$ cat src/rtl/bclk_pkg.sv
// bclk_pkg: shared types and codes for the button click classifier
// used by bclk_step and button_click_classifier_unit, no dependencies
package bclk_pkg;

  localparam int unsigned CountW   = 8;
  localparam int unsigned TicksW   = 32;
  localparam int unsigned LimitW   = 16;
  localparam int unsigned CfgIdxW  = 1;
  localparam logic [CountW-1:0] CountMax = '1;

  typedef enum logic [CfgIdxW-1:0] {
    REG_SHORT_LIMIT = 1'b0,
    REG_MULTI_WINDOW = 1'b1
  } cfg_reg_e;

  typedef enum logic {
    OP_TICK  = 1'b0,
    OP_QUERY = 1'b1
  } opcode_e;

  typedef struct packed {
    opcode_e             opcode;
    logic                pin_pressed;
    logic [TicksW-1:0]   now_ticks;
    logic [CountW-1:0]   wanted_presses;
  } in_item_t;

  typedef struct packed {
    logic                is_pressed;
    logic                new_press;
    logic                new_release;
    logic                short_click;
    logic                long_click;
    logic [TicksW-1:0]   hold_ticks;
    logic [TicksW-1:0]   release_ticks;
    logic [CountW-1:0]   press_count;
    logic                query_hit;
  } out_item_t;

  typedef struct packed {
    logic                level;
    logic [TicksW-1:0]   press_stamp;
    logic [TicksW-1:0]   release_stamp;
    logic [TicksW-1:0]   hold_len;
    logic [TicksW-1:0]   release_len;
    logic [CountW-1:0]   multi_count;
  } btn_state_t;

  typedef struct packed {
    logic [LimitW-1:0]   short_limit;
    logic [LimitW-1:0]   multi_window;
  } btn_cfg_t;

endpackage

$ cat src/rtl/bclk_step.sv
// bclk_step: next-state and result logic for one beat
// depends on bclk_pkg
module bclk_step import bclk_pkg::*; (
  input  in_item_t   item_i,
  input  btn_state_t state_i,
  input  btn_cfg_t   cfg_i,
  output btn_state_t state_o,
  output out_item_t  result_o
);

  logic              is_tick;
  logic              edge_press;
  logic              edge_release;
  logic              level_n;
  logic [TicksW-1:0] press_stamp_n;
  logic [TicksW-1:0] release_stamp_n;
  logic [TicksW-1:0] rel_diff;
  logic              rel_ok;
  logic              win_clear;
  logic [CountW-1:0] cnt_base;
  logic              hit;
  logic              is_short;

  always_comb begin
    is_tick         = (item_i.opcode == OP_TICK);
    edge_press      = is_tick & item_i.pin_pressed & ~state_i.level;
    edge_release    = is_tick & ~item_i.pin_pressed & state_i.level;
    level_n         = is_tick ? item_i.pin_pressed : state_i.level;
    press_stamp_n   = edge_press ? item_i.now_ticks : state_i.press_stamp;
    release_stamp_n = edge_release ? item_i.now_ticks : state_i.release_stamp;
    rel_diff        = item_i.now_ticks - release_stamp_n;
    rel_ok          = is_tick & ~level_n & (item_i.now_ticks >= release_stamp_n);
    win_clear       = rel_ok & (rel_diff > {{(TicksW-LimitW){1'b0}}, cfg_i.multi_window});
    hit             = ~is_tick & (state_i.multi_count >= item_i.wanted_presses);
    // hold length is never touched on a release tick, so old value classifies
    is_short        = (state_i.hold_len <= {{(TicksW-LimitW){1'b0}}, cfg_i.short_limit});

    state_o               = state_i;
    state_o.level         = level_n;
    state_o.press_stamp   = press_stamp_n;
    state_o.release_stamp = release_stamp_n;
    if (is_tick && level_n && (item_i.now_ticks >= press_stamp_n)) begin
      state_o.hold_len = item_i.now_ticks - press_stamp_n;
    end
    if (rel_ok) begin
      state_o.release_len = rel_diff;
    end

    cnt_base = (win_clear || hit) ? '0 : state_i.multi_count;
    if (edge_release && (cnt_base != CountMax)) begin
      state_o.multi_count = cnt_base + CountW'(1);
    end else begin
      state_o.multi_count = cnt_base;
    end

    result_o.is_pressed    = level_n;
    result_o.new_press     = edge_press;
    result_o.new_release   = edge_release;
    result_o.short_click   = edge_release & is_short;
    result_o.long_click    = edge_release & ~is_short;
    result_o.hold_ticks    = state_o.hold_len;
    result_o.release_ticks = state_o.release_len;
    result_o.press_count   = state_o.multi_count;
    result_o.query_hit     = hit;
  end

endmodule

$ cat src/rtl/button_click_classifier_unit.sv
// button_click_classifier_unit: top level, state, config and output buffering
// depends on bclk_pkg and bclk_step
//
// Classifies button activity from a stream of beats. A tick beat carries the
// sampled level and the current time; a query beat asks whether at least the
// given number of consecutive presses was seen, and clears the count on a hit.
// Every input beat yields exactly one result beat. A beat is worked out
// combinationally by one subtract-and-compare path from the state registers,
// so one beat is taken per clock while input is not stalled. Its result sits
// in an output register backed by a one-entry skid register, so
// input is stalled only when both are full. Configuration writes take effect
// on the next beat and must only be issued while the block is idle.
module button_click_classifier_unit import bclk_pkg::*; (
  input  logic                clk_i,
  input  logic                rst_ni,
  // configuration write port
  input  logic                cfg_we_i,
  input  logic [CfgIdxW-1:0]  cfg_idx_i,
  input  logic [LimitW-1:0]   cfg_wdata_i,
  // input channel
  input  logic                in_valid_i,
  output logic                in_stall_o,
  input  in_item_t            in_data_i,
  // result channel
  output logic                out_valid_o,
  input  logic                out_stall_i,
  output out_item_t           out_data_o
);

  btn_cfg_t   cfg_q;
  btn_state_t state_q, state_d;
  out_item_t  result_d;
  out_item_t  out_q;
  out_item_t  skid_q;
  logic       out_valid_q;
  logic       skid_valid_q;
  logic       in_acc;
  logic       out_take;

  // input stalls only when the skid entry holds a waiting result
  assign in_stall_o = skid_valid_q;
  assign in_acc     = in_valid_i & ~skid_valid_q;
  assign out_take   = out_valid_q & ~out_stall_i;

  // configuration registers
  always_ff @(posedge clk_i or negedge rst_ni) begin
    if (!rst_ni) begin
      cfg_q.short_limit  <= LimitW'(400);
      cfg_q.multi_window <= LimitW'(300);
    end else if (cfg_we_i) begin
      unique case (cfg_reg_e'(cfg_idx_i))
        REG_SHORT_LIMIT:  cfg_q.short_limit  <= cfg_wdata_i;
        REG_MULTI_WINDOW: cfg_q.multi_window <= cfg_wdata_i;
        default: ;
      endcase
    end
  end

  bclk_step u_step (
    .item_i   (in_data_i),
    .state_i  (state_q),
    .cfg_i    (cfg_q),
    .state_o  (state_d),
    .result_o (result_d)
  );

  // button state advances on every accepted beat
  always_ff @(posedge clk_i or negedge rst_ni) begin
    if (!rst_ni) begin
      state_q <= '0;
    end else if (in_acc) begin
      state_q <= state_d;
    end
  end

  // output register plus skid entry
  always_ff @(posedge clk_i or negedge rst_ni) begin
    if (!rst_ni) begin
      out_valid_q  <= 1'b0;
      skid_valid_q <= 1'b0;
    end else if (skid_valid_q) begin
      if (out_take) begin
        skid_valid_q <= 1'b0;
      end
    end else if (in_acc) begin
      if (out_valid_q && !out_take) begin
        skid_valid_q <= 1'b1;
      end else begin
        out_valid_q <= 1'b1;
      end
    end else if (out_take) begin
      out_valid_q <= 1'b0;
    end
  end

  // payload registers, no reset needed
  always_ff @(posedge clk_i) begin
    if (skid_valid_q) begin
      if (out_take) begin
        out_q <= skid_q;
      end
    end else if (in_acc) begin
      if (out_valid_q && !out_take) begin
        skid_q <= result_d;
      end else begin
        out_q <= result_d;
      end
    end
  end

  assign out_valid_o = out_valid_q;
  assign out_data_o  = out_q;

  // a waiting skid beat always sits behind a full output register
  a_skid_behind_out: assert property (@(posedge clk_i) disable iff (!rst_ni)
    skid_valid_q |-> out_valid_q)
    else $error("skid entry valid with empty output register");

  // a release is classified exactly one way
  a_click_onehot: assert property (@(posedge clk_i) disable iff (!rst_ni)
    out_valid_q |-> ((out_q.short_click || out_q.long_click) == out_q.new_release
                     && !(out_q.short_click && out_q.long_click)))
    else $error("click classification inconsistent");

  // a press edge leaves the button held, a release edge leaves it released
  a_edge_level: assert property (@(posedge clk_i) disable iff (!rst_ni)
    out_valid_q |-> (!out_q.new_press || out_q.is_pressed)
                    && (!out_q.new_release || !out_q.is_pressed))
    else $error("edge flag disagrees with level");

  // a query hit clears the count
  a_hit_clears: assert property (@(posedge clk_i) disable iff (!rst_ni)
    (out_valid_q && out_q.query_hit) |-> (out_q.press_count == '0))
    else $error("query hit left count nonzero");

endmodule
$ cat config.mk
export PLATFORM = sky130hd
export DESIGN_NAME = button_click_classifier_unit
export DESIGN_NICKNAME = d
export VERILOG_FILES = /design/src/rtl/bclk_pkg.sv /design/src/rtl/bclk_step.sv /design/src/rtl/button_click_classifier_unit.sv
export SDC_FILE = /design/constraint.sdc
export NUM_CORES = 1
export LEC_CHECK = 0
export ABC_AREA = 1
export BUFFER_PORTS_ARGS = -buffer_cell sky130_fd_sc_hd__buf_2
export CORE_ASPECT_RATIO = 1.4
export CORE_MARGIN = 2
export CORE_UTILIZATION = 31
export CTS_CLUSTER_DIAMETER = 50
export CTS_CLUSTER_SIZE = 28
export DETAILED_ROUTE_END_ITERATION = 12
export GPL_TIMING_DRIVEN = 0
export PLACE_DENSITY = 0.45
export SYNTH_ARGS = -nofsm -noshare
export SYNTH_HDL_FRONTEND = slang
export SYNTH_HIERARCHICAL = 1
export SYNTH_SLANG_ARGS = --single-unit
$ cat constraint.sdc
create_clock -name clk_i -period 9.76 [get_ports clk_i]
set_input_delay 0.488 -clock clk_i [delete_from_list [all_inputs] [get_ports clk_i]]
set_output_delay 0.488 -clock clk_i [all_outputs]
set_load 0.05 [all_outputs]
==> qor.yml <==
clock_tree:
  cts_buffer_depth: 3
  h-tree-depth: 2
  cts_tree: "yes"
  clk_pin_slew_ps: 60
  numCtsBuffers: 38
  post_cts_buffers: 0
  cts_root_buffer: "clkbuf_16"
  clkSinkCount: 327
  clock_latency_ps: 560
  post_cts_resized: 0
global_routing:
  overflow: 0
  grt_usage: 0.197
  grt_pass1_vias: 16660
  antenna_found_initial: 11
  grt_max_degree: 97
  grt_pass1_wl_mm: 98.8
timing:
  report.final.slew_viol_count: 0
  fin_ws_ps: 2430
  rsz0062_at_grt: "false"
  slew_headroom: 0.413
  fin_crit_sh: 0.751
  hold_violations: 0
  final-setup-viol-count: 0
  fin_worst_skew_ps: 22.3
  finalCriticalPeriod_ps: 7330
  setup-tns-final_ps: 0
  tightest_slew_ps: 881
  fmax_ghz: 0.137
route:
  vias_per_cell: 4.76
  via_count: 16710
  dr.pass1.iters: 6
  routed_wl_mm: 64.2
  drt-wirelength-per-cell_um: 18.3
  drtIter0Drc: 1039
  ant_nets: 0
  drc: 0
yosys:
  synth-edff-count: 156
  ys_types: 48
  ys_seq_elements: 327
  synth_warnings: 6
  syn_inst: 2463
  yosysSeqAreaShare: 0.457
  async_reset_ff_frac: 0.523
  synth_ff_type: "dfrtp_1"
  synthesis.nets: 2632
  netlist_area_um2: 19600
  avgSynthCellArea_um2: 7.97
die:
  core_um2: 62900
  die-area_um2: 65400
  initial_core_util: 0.312
  io_pins: 144
  dieHeight_um: 302
  fp-row-count: 109
  die_x_um: 217
cells_and_area:
  drive_gt1_frac: 0.165
  fillers: 6610
  nets: 2817
  area_growth_pct: 16.6
setup_path:
  required_ps: 10060
  crit_top_cell: "nand2_1"
  r2r-start: "state_q[136]"
  cp.arrival_ps: 7630
  startpoint: "state_q[136]"
  slowest_stage: "clkbuf_1"
  crit_fanout: 10
  timing_worst_setup_path_type: "flip-flop to flip-flop"
  cp-start-kind: "flip-flop"
  worst_setup_path_end_kind: "flip-flop"
  reg2reg_slack_ps: 2430
  cpPeakStageDelay_ps: 530
placed_design:
  preCtsSetupSlack_ps: 2080
  placement.io_buffers: 140
  place.gp.congestion: 0.866
  dpl.hpwl_mm: 50.4
power:
  leakage_nw: 11.6
  power.density_nw_per_um2: 357
  power_mw: 8.17
  ir_drop_v: 0.000191
min_path:
  hold_class: "input port to flip-flop"
  hp-start: "cfg_wdata_i[3]"
outcome:
  outcome: "completed"
flow_run:
  maxCapViolations: 0
## cells by family (layout without fill, tap and decap cells)
logic type	Yosys count	after routing	share of synthesized area
buffers and inverters	388	603	0.0929
AOI/OAI and AO/OA	282	282	0.0797
adders and majority gates	105	105	0.0677
DFF	327	327	0.457
and+or+nand+nor	1316	1316	0.283
other	0	2	0
xor gates and xnor gates	45	45	0.0201
## worst max-delay path: cells and delay by family, from the launching register on
| family | cells | cell delay [ps] |
|---|---|---|
| simple gates | 28 | 3080 |
| buf+inv | 5 | 1200 |
| compound gates | 3 | 940 |
| xor+xnor | 1 | 290 |
| fa+ha+maj | 4 | 1080 |
| flops | 1 | 430 |
## flip-flops by register name (all words and copies together) (netlist names)
register / flops
in_stall_o: 1
skid_q: 78
state_q: 137
out_valid_o: 1
cfg_q: 32
out_data_o: 78
## placed cells by master, fill, tap and decap left out, drive strengths merged, types with 23 or more instances in the layout
cell type,Yosys,routed
a21oi,80,80
buf,139,283
clkbuf,35,84
dfrtp,164,164
edfxtp,156,156
ha,103,103
inv,214,223
nand2,897,897
nand3,221,221
nor2,103,103
o21ai,142,142
or2,58,58
xnor2,23,23
## synth_stat cells (12+ instances only)
cell,number,share of area
nand2_1,885,0.17
nand3_1,215,0.055
inv_1,207,0.040
dfrtp_1,164,0.21
edfxtp_1,156,0.24
o21ai_0,133,0.034
ha_1,103,0.066
nor2_1,99,0.019
buf_4,80,0.031
a21oi_1,79,0.020
or2_2,58,0.018
buf_2,54,0.014
clkbuf_1,35,0.0067
xnor2_1,23,0.010
xor2_1,22,0.0098
a31oi_1,15,0.0048
nor3_1,13,0.0033
nand4_1,12,0.0038
## routing by layer
layer | wire, µm | track usage | part of all wire
met1 | 27700 | 0.247 | 0.43
met2 | 32100 | 0.350 | 0.50
met3 | 2900 | 0.0318 | 0.045
met4 | 1470 | 0.0525 | 0.023
met5 | 72 | 0 | 0.0011
## power by group
part / switching [mW] / total (mW) / internal [mW]
combinational: 2.91 / 4.30 / 1.38
sequential: 0.223 / 2.29 / 2.06
clock: 0.654 / 1.58 / 0.928
total: 3.79 / 8.17 / 4.37
## path summary, 6_finish.rpt
check | end | depth (start not counted)
hold reg to reg | state_q[89] | 2
hold / removal | cfg_q[3] | 3
setup / recovery | out_data_o[1] | 41
min in group asynchronous | state_q[11] | 2
max in group asynchronous | state_q[53] | 3
setup reg to reg | out_data_o[1] | 41
## timing repair
| item | 4_1_cts | 5_1_grt |
|---|---|---|
| endpoints found under the setup margin | 0 | 0 |
| hold buffers | 1 | 0 |
| hold endpoints to repair | 75 | 0 |
## stage by stage
step,hold WS [ps],cell area [µm²],instances,utilization
finish,185,22900,3512,0.364
detailed placement,451,21500,3439,0.342
floorplan,192,19600,2463,-
global route,167,22900,3510,0.364
CTS,145,22900,3510,0.364
global placement,445,21400,3435,0.340
## cell type report
class,instances,area (µm²),share of cell area
buffer,174,1020,0.0446
timing repair buffer,145,816,0.0356
inverter,214,806,0.0352
tap,832,1040,0.0455
clock buffer,49,1100,0.0479
clock inverter,21,293,0.0128
antenna,2,5.00,0.000219
sequential,327,8970,0.392
multi-input combinational,1748,8840,0.386
Note: power is estimated with default switching activity, not from simulation.
